<file path="config.mk">
export PLATFORM = sky130hd
export DESIGN_NAME = header_footer_frame_receiver
export DESIGN_NICKNAME = d
export VERILOG_FILES = /design/src/hw/rtl/hfr_pkg.sv /design/src/hw/rtl/hfr_in_stage.sv /design/src/hw/rtl/hfr_frame_core.sv /design/src/hw/rtl/hfr_out_stage.sv /design/src/hw/rtl/header_footer_frame_receiver.sv
export VERILOG_INCLUDE_DIRS = /design/src /design/src/hw/rtl
export SDC_FILE = /design/constraint.sdc
export NUM_CORES = 1
export LEC_CHECK = 0
export BUFFER_PORTS_ARGS = -buffer_cell sky130_fd_sc_hd__buf_2
export CORE_MARGIN = 2
export CORE_UTILIZATION = 59
export DETAILED_ROUTE_END_ITERATION = 10
export PLACE_DENSITY = 0.8
export SLEW_MARGIN = 25
export SYNTH_ARGS = -nofsm -noshare
export SYNTH_HDL_FRONTEND = slang
export SYNTH_SLANG_ARGS = --single-unit
</file>
<file path="constraint.sdc">
create_clock -name clk -period 4.78 [get_ports clk]
set_clock_uncertainty 0.1 [all_clocks]
set_input_delay 0.239 -clock clk [delete_from_list [all_inputs] [get_ports clk]]
set_output_delay 0.239 -clock clk [all_outputs]
set_load 0.01 [all_outputs]
</file>
<file path="src/hw/rtl/header_footer_frame_receiver_defines.svh">
// Assertion macros for the header/footer frame receiver.
// Used by the top level; expects clk and rst_n in scope.
`ifndef HEADER_FOOTER_FRAME_RECEIVER_DEFINES_SVH
`define HEADER_FOOTER_FRAME_RECEIVER_DEFINES_SVH

// same-cycle implication, disabled in reset
`define HFR_ASSERT_NOW(label, cond, expr) \
  label: assert property (@(posedge clk) disable iff (!rst_n) (cond) |-> (expr)) \
    else $error("hfr assertion failed");

// next-cycle implication, disabled in reset
`define HFR_ASSERT_NEXT(label, cond, expr) \
  label: assert property (@(posedge clk) disable iff (!rst_n) (cond) |=> (expr)) \
    else $error("hfr assertion failed");

`endif

</file>
<file path="src/hw/rtl/hfr_pkg.sv">
// Types, constants and helpers for the header/footer frame receiver.
// No dependencies; imported by every module of the block.
package hfr_pkg;

  localparam int FRAME_BYTES   = 6;
  localparam int PAYLOAD_BYTES = FRAME_BYTES - 2;
  localparam int KEPT_BYTES    = (PAYLOAD_BYTES < 4) ? PAYLOAD_BYTES : 4;
  localparam int KEPT_BITS     = 8 * KEPT_BYTES;
  localparam int POS_W         = 4;
  localparam int PHASE_W       = 2;
  localparam int CFG_IDX_W     = 1;

  localparam logic [POS_W-1:0] LAST_POS = POS_W'(FRAME_BYTES - 1);

  localparam logic [7:0] HEADER_RESET = 8'hAA;
  localparam logic [7:0] FOOTER_RESET = 8'h55;

  localparam logic [PHASE_W-1:0] PH_HUNT = 2'd0;
  localparam logic [PHASE_W-1:0] PH_RECV = 2'd1;
  localparam logic [PHASE_W-1:0] PH_DONE = 2'd2;

  localparam logic [CFG_IDX_W-1:0] CFG_HEADER = 1'd0;
  localparam logic [CFG_IDX_W-1:0] CFG_FOOTER = 1'd1;

  typedef struct packed {
    logic [7:0] rx_byte;
    logic       overrun_event;
  } in_item_t;

  typedef struct packed {
    logic               frame_done;
    logic signed [31:0] position_x;
    logic [31:0]        good_frames;
    logic [31:0]        bad_events;
  } out_item_t;

  typedef struct packed {
    logic [31:0]        good_count;
    logic [31:0]        bad_count;
  } core_status_t;

  // sign-extend the gathered payload from the top bit of its last kept byte
  function automatic logic signed [31:0] payload_value(input logic [31:0] shift);
    logic signed [31:0] v;
    for (int i = 0; i < 32; i++) begin
      v[i] = (i < KEPT_BITS) ? shift[i] : shift[KEPT_BITS-1];
    end
    return v;
  endfunction

endpackage

</file>
<file path="src/hw/rtl/hfr_in_stage.sv">
// Input register of the frame receiver: holds one item for the core.
// Depends on hfr_pkg.
module hfr_in_stage (
  input  logic              clk,
  input  logic              rst_n,
  input  logic              in_valid,
  output logic              in_stall,
  input  hfr_pkg::in_item_t in_item,
  input  logic              advance,
  output logic              item_valid,
  output hfr_pkg::in_item_t item
);
  import hfr_pkg::*;

  logic     valid_r, valid_nxt;
  in_item_t item_r;
  logic     accept;

  assign in_stall   = valid_r && !advance;
  assign accept     = in_valid && !in_stall;
  assign item_valid = valid_r;
  assign item       = item_r;

  always_comb begin
    priority if (accept) begin
      valid_nxt = 1'b1;
    end else if (advance) begin
      valid_nxt = 1'b0;
    end else begin
      valid_nxt = valid_r;
    end
  end

  always_ff @(posedge clk) begin
    if (!rst_n) begin
      valid_r <= 1'b0;
    end else begin
      valid_r <= valid_nxt;
    end
  end

  always_ff @(posedge clk) begin
    if (accept) begin
      item_r <= in_item;
    end
  end

endmodule

</file>
<file path="src/hw/rtl/hfr_frame_core.sv">
// Frame state, configuration registers and per-byte next-state logic.
// Depends on hfr_pkg.
module hfr_frame_core (
  input  logic                              clk,
  input  logic                              rst_n,
  input  logic                              cfg_we,
  input  logic [hfr_pkg::CFG_IDX_W-1:0]     cfg_index,
  input  logic [7:0]                        cfg_wdata,
  input  logic                              step,
  input  hfr_pkg::in_item_t                 item,
  output hfr_pkg::out_item_t                res,
  output hfr_pkg::core_status_t             status
);
  import hfr_pkg::*;

  logic [7:0]         header_r, footer_r;
  logic [PHASE_W-1:0] phase_r, phase_nxt;
  logic [POS_W-1:0]   pos_r, pos_nxt;
  logic [31:0]        shift_r, shift_nxt;
  logic [31:0]        held_r, held_nxt;
  logic [31:0]        good_r, good_nxt;
  logic [31:0]        bad_r, bad_nxt;
  logic               done;
  logic               is_header, is_footer;

  assign is_header = (item.rx_byte == header_r);
  assign is_footer = (item.rx_byte == footer_r);

  always_comb begin
    phase_nxt = phase_r;
    pos_nxt   = pos_r;
    shift_nxt = shift_r;
    held_nxt  = held_r;
    good_nxt  = good_r;
    bad_nxt   = bad_r;
    done      = 1'b0;
    if (item.overrun_event) begin
      bad_nxt   = bad_r + 32'd1;
      pos_nxt   = '0;
      phase_nxt = PH_HUNT;
    end else begin
      unique case (phase_r)
        PH_HUNT, PH_DONE: begin
          if (is_header) begin
            shift_nxt = '0;
            pos_nxt   = POS_W'(1);
            phase_nxt = PH_RECV;
          end else begin
            pos_nxt   = '0;
            phase_nxt = PH_HUNT;
          end
        end
        PH_RECV: begin
          if (pos_r >= LAST_POS) begin
            priority if (is_footer) begin
              held_nxt  = payload_value(shift_r);
              good_nxt  = good_r + 32'd1;
              done      = 1'b1;
              phase_nxt = PH_DONE;
              pos_nxt   = '0;
            end else if (is_header) begin
              bad_nxt   = bad_r + 32'd1;
              shift_nxt = '0;
              pos_nxt   = POS_W'(1);
              phase_nxt = PH_RECV;
            end else begin
              bad_nxt   = bad_r + 32'd1;
              pos_nxt   = '0;
              phase_nxt = PH_HUNT;
            end
          end else begin
            for (int m = 0; m < KEPT_BYTES; m++) begin
              if (pos_r == POS_W'(m + 1)) begin
                shift_nxt[8*m +: 8] = item.rx_byte;
              end
            end
            pos_nxt = pos_r + POS_W'(1);
          end
        end
        default: begin
          pos_nxt   = '0;
          phase_nxt = PH_HUNT;
        end
      endcase
    end
  end

  assign res.frame_done  = done;
  assign res.position_x  = held_nxt;
  assign res.good_frames = good_nxt;
  assign res.bad_events  = bad_nxt;

  assign status.good_count = good_r;
  assign status.bad_count  = bad_r;

  always_ff @(posedge clk) begin
    if (!rst_n) begin
      header_r <= HEADER_RESET;
      footer_r <= FOOTER_RESET;
    end else if (cfg_we) begin
      unique case (cfg_index)
        CFG_HEADER: header_r <= cfg_wdata;
        CFG_FOOTER: footer_r <= cfg_wdata;
        default:    header_r <= header_r;
      endcase
    end
  end

  always_ff @(posedge clk) begin
    if (!rst_n) begin
      phase_r <= PH_HUNT;
      pos_r   <= '0;
      shift_r <= '0;
      held_r  <= '0;
      good_r  <= '0;
      bad_r   <= '0;
    end else if (step) begin
      phase_r <= phase_nxt;
      pos_r   <= pos_nxt;
      shift_r <= shift_nxt;
      held_r  <= held_nxt;
      good_r  <= good_nxt;
      bad_r   <= bad_nxt;
    end
  end

endmodule

</file>
<file path="src/hw/rtl/hfr_out_stage.sv">
// Result register of the frame receiver: holds one item until taken.
// Depends on hfr_pkg.
module hfr_out_stage (
  input  logic               clk,
  input  logic               rst_n,
  input  logic               step,
  input  hfr_pkg::out_item_t res,
  output logic               free,
  output logic               out_valid,
  input  logic               out_stall,
  output hfr_pkg::out_item_t out_item
);
  import hfr_pkg::*;

  logic      valid_r, valid_nxt;
  out_item_t item_r;

  assign free      = !valid_r || !out_stall;
  assign out_valid = valid_r;
  assign out_item  = item_r;

  always_comb begin
    priority if (step) begin
      valid_nxt = 1'b1;
    end else if (free) begin
      valid_nxt = 1'b0;
    end else begin
      valid_nxt = valid_r;
    end
  end

  always_ff @(posedge clk) begin
    if (!rst_n) begin
      valid_r <= 1'b0;
    end else begin
      valid_r <= valid_nxt;
    end
  end

  always_ff @(posedge clk) begin
    if (step) begin
      item_r <= res;
    end
  end

endmodule

</file>
<file path="src/hw/rtl/header_footer_frame_receiver.sv">
// Header/footer frame receiver: one result item for every byte item taken in.
// A byte is accepted every cycle when the result side keeps up; each item is held in
// the input register and moves into the result register once the result side is free.
// A stall on the result side reaches in_stall in the same cycle once the input and
// result registers are both full.
// Depends on hfr_pkg, hfr_in_stage, hfr_frame_core, hfr_out_stage and the defines.
`include "header_footer_frame_receiver_defines.svh"

module header_footer_frame_receiver (
  input  logic                          clk,
  input  logic                          rst_n,
  input  logic                          in_valid,
  output logic                          in_stall,
  input  hfr_pkg::in_item_t             in_item,
  output logic                          out_valid,
  input  logic                          out_stall,
  output hfr_pkg::out_item_t            out_item,
  input  logic                          cfg_we,
  input  logic [hfr_pkg::CFG_IDX_W-1:0] cfg_index,
  input  logic [7:0]                    cfg_wdata
);
  import hfr_pkg::*;

  logic         item_valid;
  in_item_t     item;
  logic         free;
  logic         step;
  out_item_t    res;
  core_status_t status;

  assign step = item_valid && free;

  hfr_in_stage u_in (
    .clk        (clk),
    .rst_n      (rst_n),
    .in_valid   (in_valid),
    .in_stall   (in_stall),
    .in_item    (in_item),
    .advance    (step),
    .item_valid (item_valid),
    .item       (item)
  );

  hfr_frame_core u_core (
    .clk       (clk),
    .rst_n     (rst_n),
    .cfg_we    (cfg_we),
    .cfg_index (cfg_index),
    .cfg_wdata (cfg_wdata),
    .step      (step),
    .item      (item),
    .res       (res),
    .status    (status)
  );

  hfr_out_stage u_out (
    .clk       (clk),
    .rst_n     (rst_n),
    .step      (step),
    .res       (res),
    .free      (free),
    .out_valid (out_valid),
    .out_stall (out_stall),
    .out_item  (out_item)
  );

  `HFR_ASSERT_NOW(a_good_step, step, res.good_frames == status.good_count + 32'(res.frame_done))
  `HFR_ASSERT_NOW(a_overrun, step && item.overrun_event, !res.frame_done && res.bad_events == status.bad_count + 32'd1)
  `HFR_ASSERT_NEXT(a_result_lands, step, out_valid)
  `HFR_ASSERT_NEXT(a_counts_hold, !step, $stable(status.good_count) && $stable(status.bad_count))

endmodule

</file>
After elaboration in Yosys (flattened, before gate mapping):

Cells that the tools add are included.

* equality and inequality tests: 14
* reduce and logical (&&, ||, !) cells: 21
* magnitude comparators: 1
* muxes and demuxes: 35
* bitwise logic cells: 4
* $add $sub $neg: 3

Operator list (count)
* two-way mux 32 bit: 15
* adder 32 x 1 -> 32 bit, second input constant: 2
* one-hot mux 32 bit (2 select lines): 1
* two-way mux 8 bit: 4
* AND reduction 5 bit: 4
* == test 8 bit: 2
* two-way mux 4 bit: 3
* != test 3 x 1 -> 1 bit, second input constant: 4
* == test 4 x 2 -> 1 bit, second input constant: 2
* one-hot mux 4 bit (2 select lines): 1
* two-way mux 1 bit: 7
* two-way mux 2 bit: 3
* AND reduction 2 bit: 3
* nonzero test 2 bit: 3
* adder 4 x 1 -> 4 bit, second input constant: 1
* == test 4 x 1 -> 1 bit, second input constant: 1
* == test 4 x 3 -> 1 bit, second input constant: 1
* greater-or-equal comparator 4 x 3 -> 1 bit, second input constant: 1
* zero test 1 bit: 4
* NOT 1 bit: 4
* one-hot mux 2 bit (2 select lines): 1
* logical AND 1 bit: 3
* != test 3 x 2 -> 1 bit, second input constant: 1
* != test 3 bit, second input constant: 1
* 6 further kinds: 6

* output and inout bits: 99
* logic and storage cells: 97
* bits in registers: 258
* input port bits: 23

Longest topological paths before layout:

Gate-level depths: netlist of the first run.

* word-level depth: 8
* mapped depth: 11
* depth with buffers taken out: 8

Modules after synthesis:

A second synthesis of the first run with hierarchy kept.

* cells, all modules: 1188
* area total of the unflattened synthesis: 11623.6 um^2

By module, submodules not included
* hfr_frame_core: area an instance 8351.8 um^2, sequential area each 3002.9 um^2, cells each 1073, instances 1
* hfr_out_stage: area an instance 2947.8 um^2, sequential area each 2932.8 um^2, cells each 101, instances 1
* hfr_in_stage: area an instance 317.8 um^2, sequential area each 290.3 um^2, cells each 13, instances 1
* header_footer_frame_receiver: area an instance 6.3 um^2, sequential area each 0.0 um^2, cells each 1, instances 1

Least setup slack after synthesis of the first run:

OpenSTA, ideal clock, no wires.

* path kind: register -> register
* start: register u_out.valid_r (netlist: u_out.out_valid)
* end: register u_core.good_r[10]
* period minus slack after synthesis: 4442 ps
* cell stages (with the launch flop): 9
* arrival: 4215 ps
* library setup time: 128 ps
* required time: 4552 ps
* path slack: 338 ps
* path buffers: 1
* cell sequence: dfxtp_1 > nand2_1 > nand2_1 > inv_1 > clkbuf_1 > nand3_1 > nor4_1 > xnor2_1 > nor2_1

* cells in the longest elaborated chain, start to end: 3

RTL lines
* start: declaration: line hfr_out_stage.sv:15 `logic valid_r, valid_nxt;`
* start signal: assignment: line hfr_out_stage.sv:36 `valid_r <= valid_nxt;`
* zero test 1 bit: line hfr_out_stage.sv:18 `assign free = !valid_r || !out_stall;`
* logical OR 1 bit: line hfr_out_stage.sv:18
* logical AND 1 bit: line header_footer_frame_receiver.sv:31 `assign step = item_valid && free;`
* via step: line header_footer_frame_receiver.sv:27 `logic step;`
* end signal: assignment: line hfr_frame_core.sv:122 `good_r <= good_nxt;`
* end: declaration: line hfr_frame_core.sv:21 `logic [31:0] good_r, good_nxt;`

The timed path passes the listed nets, and every way through them passes these cells.
A chain may end at the register's enable or synchronous reset.

Worst setup path after layout of the first run:

* start: register u_core.pos_r[0]
* end: register u_core.good_r[26]

* cells in the longest elaborated chain, start to end: 4

RTL lines
* start: declaration: line hfr_frame_core.sv:18 `logic [POS_W-1:0] pos_r, pos_nxt;`
* start signal: assignment: line hfr_frame_core.sv:119 `pos_r <= pos_nxt;`
* greater-or-equal comparator 4 x 3 -> 1 bit: line hfr_frame_core.sv:54 `if (pos_r >= LAST_POS) begin`
* two-way mux 32 bit: line hfr_frame_core.sv:54
* two-way mux 32 bit: line hfr_frame_core.sv:42 `unique case (phase_r)`
* two-way mux 32 bit: line hfr_frame_core.sv:37 `if (item.overrun_event) begin`

Every way passes these cells.

==> flow_summary.ini, run 1 <==
[routing]
drtPass1Iterations = 5
antenna_left = 0
post-route-drc-count = 0
wirelength_mm = 24.59
initialDrtViolationCount = 715
wl_per_cell_microns = 15.90
num_vias = 8802
viasPerCell = 5.690

[synthesis]
synth_largest_area_cell = edfxtp_1
synth.area.top_cells = edfxtp_1, dfxtp_1, nand2_1
ys_types = 50
async_flop_share_pct = 0
syn_area_sq_um = 11090
synth_top_flop_cell = dfxtp_1
synth-edff-count = 106
synthCells = 1175
synth_nets = 1205
syn-mean-instance-area_sq_um = 9.436
yosysTopAreaCellShare_pct = 28.71
synth_seq_area_share_pct = 56.16
yosys_warnings = 0
ys_ff_latch = 258

[sta]
setup_ws_ns = 1.327
period_share_pct = 72.24
max-slew-margin-rel_pct = 34.09
holdWs_ns = 0.03429
finalSetupViolations = 0
setup-tns-final_ns = 0
rsz0062_at_grt = no
slew_viol_final = 0
tightest_slew_ns = 0.9796
min_period_ns = 3.453
hold_viol = 0
max_freq_mhz = 289.6

[setup_path]
path_cells = inv_1, ha_1, nor3b_1, or3_1, nor4_2, nand2_1, or4_1, a21oi_1
criticalPathCategory = reg -> reg
max_stage_delay_ns = 0.81
cpMaxStageDelayCell = nor4_2
path_max_fanout = 9
crit_arrival_ns = 3.79
endpoint_kind = flip-flop
crit_required_ns = 5.12
start_kind = flip-flop

[power_and_ir_drop]
leakage_nw = 4.777
powerDensity_nw_per_um2 = 354.3
vdd_ir_drop_max_mv = 0.3160

[clocking]
cts_buffers = 26
cts.path.max_buffers = 3
htreeDepth = 1
tritoncts = done
cts_sinks = 258
clk_pin_slew_ns = 0.06
clock_latency_ns = 0.52
clockRootBuffer = clkbuf_16

[finish]
final.fill_count = 1380
area_growth_pct = 16.44
antenna_cells = 0
nNetsFinal = 1323
drive_gt1_share_pct = 14.01

[min_path]
hold_path_class = in -> reg

[floorplanning]
die_height_microns = 141.1
die_x_microns = 141.1
dieArea_sq_um = 19900
start_util_pct = 59.67
rows = 50
core_sq_um = 18580
io_pins = 122

[placement]
gp_congestion = 0.8207
port_buffers = 121
dpl_worst_slack_ns = 1.410
dpl.hpwl_mm = 15.68

[grt]
grt_pass1_vias = 8189
grt_usage_pct = 24.25
antenna_found_initial = 0
overflow = 0
grt_pass1_wl_mm = 40.01
grt_start_max_net_pins = 86

[job]
cap_violations = 0

[outcome]
status = finished clean
==> worst max-delay path: cells and delay by family (launching register included) <==
family	cells	cell delay [ns]
adders and majority gates	1	0.22
and+or+nand+nor	5	2.35
AOI/OAI and AO/OA	1	0.15
DFF	1	0.43
buffers and inverters	1	0.12
==> sequential cells by signal, summed over array words and instances, names as in the netlist, 8 cells and up <==
name / cells
u_core.bad_r: 32
u_core.footer_r: 8
u_core.good_r: 32
u_core.header_r: 8
u_core.held_r: 32
u_core.shift_r: 32
u_in.item: 9
u_out.out_item: 97
==> cell usage after synthesis, types with 2 or more instances <==
master     count
nand2_1      309
dfxtp_1      152
edfxtp_1     106
a21oi_1       73
nor2_1        72
xor2_1        60
clkbuf_1      54
nand3_1       47
xnor2_1       47
o22ai_1       32
o21ai_0       28
or3_1         25
nor3_1        19
nor4_1        16
and3_1        15
nand4_1       14
o21a_1        14
o211ai_1      11
nand2b_1      10
inv_1          9
ha_1           7
nor2b_1        5
or4_1          5
buf_1          4
o31ai_1        4
and2_1         3
or2_2          3
and4_1         2
buf_2          2
mux2i_1        2
nand4b_1       2
nor3b_1        2
nor4_2         2
nor4_4         2
o2111ai_1      2
==> timing repair <==
item,4_1_cts,5_1_grt
hold buffers,19,0
hold endpoints to repair,27,0
resized for setup,0,0
setup buffers,0,0
==> metrics by stage <==
step                      instance area [sq um]  power, mW  cells  utilization, %
final                                     12910      4.574   1547           69.48
after detailed placement                  11820      2.578   1476           63.60
after global routing                      12910      4.709   1547           69.48
after CTS                                 12870      4.595   1543           69.29
after global placement                    11820      2.575   1476           63.60
after floorplan                           11090      2.509   1175               -
==> path summary, 6_finish.rpt <==
path | start | endpoint | slack (ns) | depth (start not counted)
max | u_core.pos_r[0] | u_core.good_r[26] | 1.33 | 8
min | cfg_index | u_core.header_r[6] | 0.03 | 4
max reg2reg | u_core.pos_r[0] | u_core.good_r[26] | 1.33 | 8
min reg2reg | u_core.held_r[8] | u_core.held_r[8] | 0.35 | 2
==> report_power, final <==
group	internal, mW	total [mW]	leakage (nW)	switching (mW)
Combinational	0.0629	0.180	2.15	0.117
Sequential	2.34	2.36	2.20	0.0245
Clock	1.21	2.03	0.430	0.821
==> layer usage <==
metal  track usage [%]  share of wire [%]  up-vias
met5                 0                  0        -
met4             7.263                2.2        0
met3             3.567                5.5       50
met2             39.63                 47      289
met1             33.78                 45     4149
li1                  -                  -     4314
==> cells by family (layout without fill, tap and decap cells) <==
logic type      count (synthesis)  in the layout  synth area share, %
fa+ha+maj                       7              7               0.7899
mux                             2              2               0.1806
xor+xnor                      107            107                8.453
simple gates                  558            558                22.85
buf+inv                        70            208                2.460
compound gates                173            173                9.107
flops                         258            258                56.16
==> final cells by class <==
type	instances	area [sq um]	share of cell area (%)
Sequential cell	258	6226	48.23
Clock buffer	40	805.8	6.242
Timing Repair Buffer	151	879.6	6.813
Inverter	9	36.28	0.2811
Multi-Input combinational cell	847	4608	35.69
Clock inverter	8	61.31	0.4749
Tap cell	234	292.8	2.268
==> placed cells by master (no fill, tap or decap), types with 25 or more instances in the layout <==
cell	n
a21oi_1	73
buf_2	121
clkbuf_16	28
dfxtp_1	152
edfxtp_1	106
nand2_1	309
nand3_1	47
nor2_1	72
o21ai_0	28
o22ai_1	32
or3_1	25
xnor2_1	47
xor2_1	60
No activity file was read; power rests on OpenSTA's default activity.
==> run 2, diff against run 1 <==
==> constraint.sdc (replaced) <==
create_clock -name clk -period 3.4 [get_ports clk]
set_clock_uncertainty 0.1 [all_clocks]
set_input_delay 0.17 -clock clk [delete_from_list [all_inputs] [get_ports clk]]
set_output_delay 0.17 -clock clk [all_outputs]
set_load 0.01 [all_outputs]
==> run 2 against run 1 <==
Effect of this change:
- combinational power rose by 48%
- largest cell class unchanged
- critical path depth unchanged
- via count up 0.20%
- hold slack gained 0.054 ns
- global-route usage increased by 0.64 points
- core utilization grew 0.82 points
- worst setup slack got worse by 1.0 ns
- register-to-register slack worse by 1.0 ns
- count of clock-buffer cells in the layout increased by 1
- die area stayed put
- highest routed layer unchanged
- flip-flop and latch count is the same
==> flow_summary.ini, run 2 (synthesized netlist as in run 1, its figures left out) <==
[routing]
antenna_left = 0
viasPerCell = 5.647
post-route-drc-count = 0
wirelength_mm = 24.71
num_vias = 8820
initialDrtViolationCount = 634
drtPass1Iterations = 7
wl_per_cell_microns = 15.82

[grt]
grt_pass1_wl_mm = 40.92
gr-usage-met3_pct = 3.906
grt_start_max_net_pins = 65
grtUsageMet2_pct = 41.08
grt-busiest-layer = met2
use_met1_pct = 34.31
overflow = 0
antenna_found_initial = 0
grt_usage_pct = 24.89
grt_pass1_vias = 8459

[clocking]
tritoncts = done
htreeDepth = 1
cts_setup_buffers = 0
cts_buffers = 26
clock_latency_ns = 0.53
clk_pin_slew_ns = 0.06
clockRootBuffer = clkbuf_16
cts_sinks = 258
cts.path.max_buffers = 3

[min_path]
min_from = cfg_we
hold_path_class = in -> reg

[sta]
max_freq_mhz = 321.4
min_period_ns = 3.111
slew_viol_final = 0
rsz0062_at_grt = no
hold_viol = 0
tightest_slew_ns = 0.9744
setup-tns-final_ns = 0
holdWs_ns = 0.08799
max-slew-margin-rel_pct = 34.91
period_share_pct = 91.51
finalSetupViolations = 0

[finish]
final_cell_mix = nand2_1, dfxtp_1, buf_2
layout_commonest_cell = nand2_1
antenna_cells = 0
nNetsFinal = 1338
area_growth_pct = 17.82
drive_gt1_share_pct = 14.38
fin_cells = 1562
largest_reg_flops = 97

[floorplanning]
core_sq_um = 18580
rows = 50
dieArea_sq_um = 19900
die_height_microns = 141.1
io_pins = 122
die_x_microns = 141.1
start_util_pct = 59.67

[setup_path]
criticalPathCategory = reg -> reg
crit_required_ns = 3.75
r2r-start = u_core.pos_r[0]
start_kind = flip-flop
crit_start = u_core.pos_r[0]
max_stage_delay_ns = 0.64
cpMaxStageDelayCell = or4_4
crit_arrival_ns = 3.46
path_cells = inv_1, ha_1, nor3b_1, or3_1, or4_4, nor4_4, or4b_1, o21ai_0
path_delay_family = simple AND/OR/NAND/NOR gates
path_max_fanout = 10
endpoint_kind = flip-flop
worst-path-buf-inv = 1

[placement]
dp.cells = 1489
port_buffers = 121
gp_congestion = 0.8590
dpl.hpwl_mm = 15.89

[power_and_ir_drop]
vdd_ir_drop_max_mv = 0.3440
comb_power_share_pct = 4.1
powerDensity_nw_per_um2 = 500.7
leakage_nw = 4.852
intPower_mw = 5.199
p_seq_share_pct = 50.7
p_clk_share_pct = 45.2
p_switching_mw = 1.342
swShare_pct = 20.52

[job]
cap_violations = 0

[outcome]
status = finished clean
-- run 2: tightest hold or removal path: stages --
cell and delay, ns:
buf_2 0.11, nand2b_1 0.20, nand2_1 0.13, a21oi_1 0.05
-- run 2: metal layers --
metal  vias to the layer above  routed length (microns)
li1                       4328                        -
met1                      4188                    11070
met2                       267                    11860
met3                        37                     1354
met4                         0                      422
met5                         -                        0
-- run 2: cell type report --
cell class,count,area [sq um]
timing repair buffer,166,1006
multi-input combinational,847,4603
clock buffer,41,789.5
inverter,9,36.28
sequential,258,6226
tap,234,292.8
clock inverter,7,108.9
fill,1380,5518
-- run 2: metrics by stage --
step	util (%)	instance area [sq um]	worst slack [ns]	total power [mW]
6_report	70.30	13060	0.2886	6.541
5_1_grt	70.30	13060	0.1236	6.729
4_1_cts	70.30	13060	0.2813	6.573
3_5_place_dp	64.12	11910	0.3034	3.628
3_3_place_gp	64.12	11910	0.3957	3.624
2_1_floorplan	-	11090	0.4980	3.524
-- run 2: power by group through the flow --
stage / Combinational [mW] / Sequential (mW) / Clock, mW
CTS: 0.265 / 3.32 / 2.99
floorplan: 0.111 / 3.41 / 0
global route: 0.289 / 3.32 / 3.12
global placement: 0.239 / 3.39 / 0
finish: 0.266 / 3.32 / 2.96
detailed placement: 0.243 / 3.38 / 0
-- run 2: path summary, 6_finish.rpt --
path	to	slack (ns)	cells after the start
min	u_core.header_r[6]	0.09	4
max reg2reg	u_core.good_r[20]	0.29	8
min reg2reg	u_core.held_r[28]	0.35	2
max	u_core.good_r[20]	0.29	8
-- run 2: repair_timing --
action	4_1_cts	5_1_grt
gates resized for setup	0	0
hold endpoints to repair	34	0
hold buffers	25	0
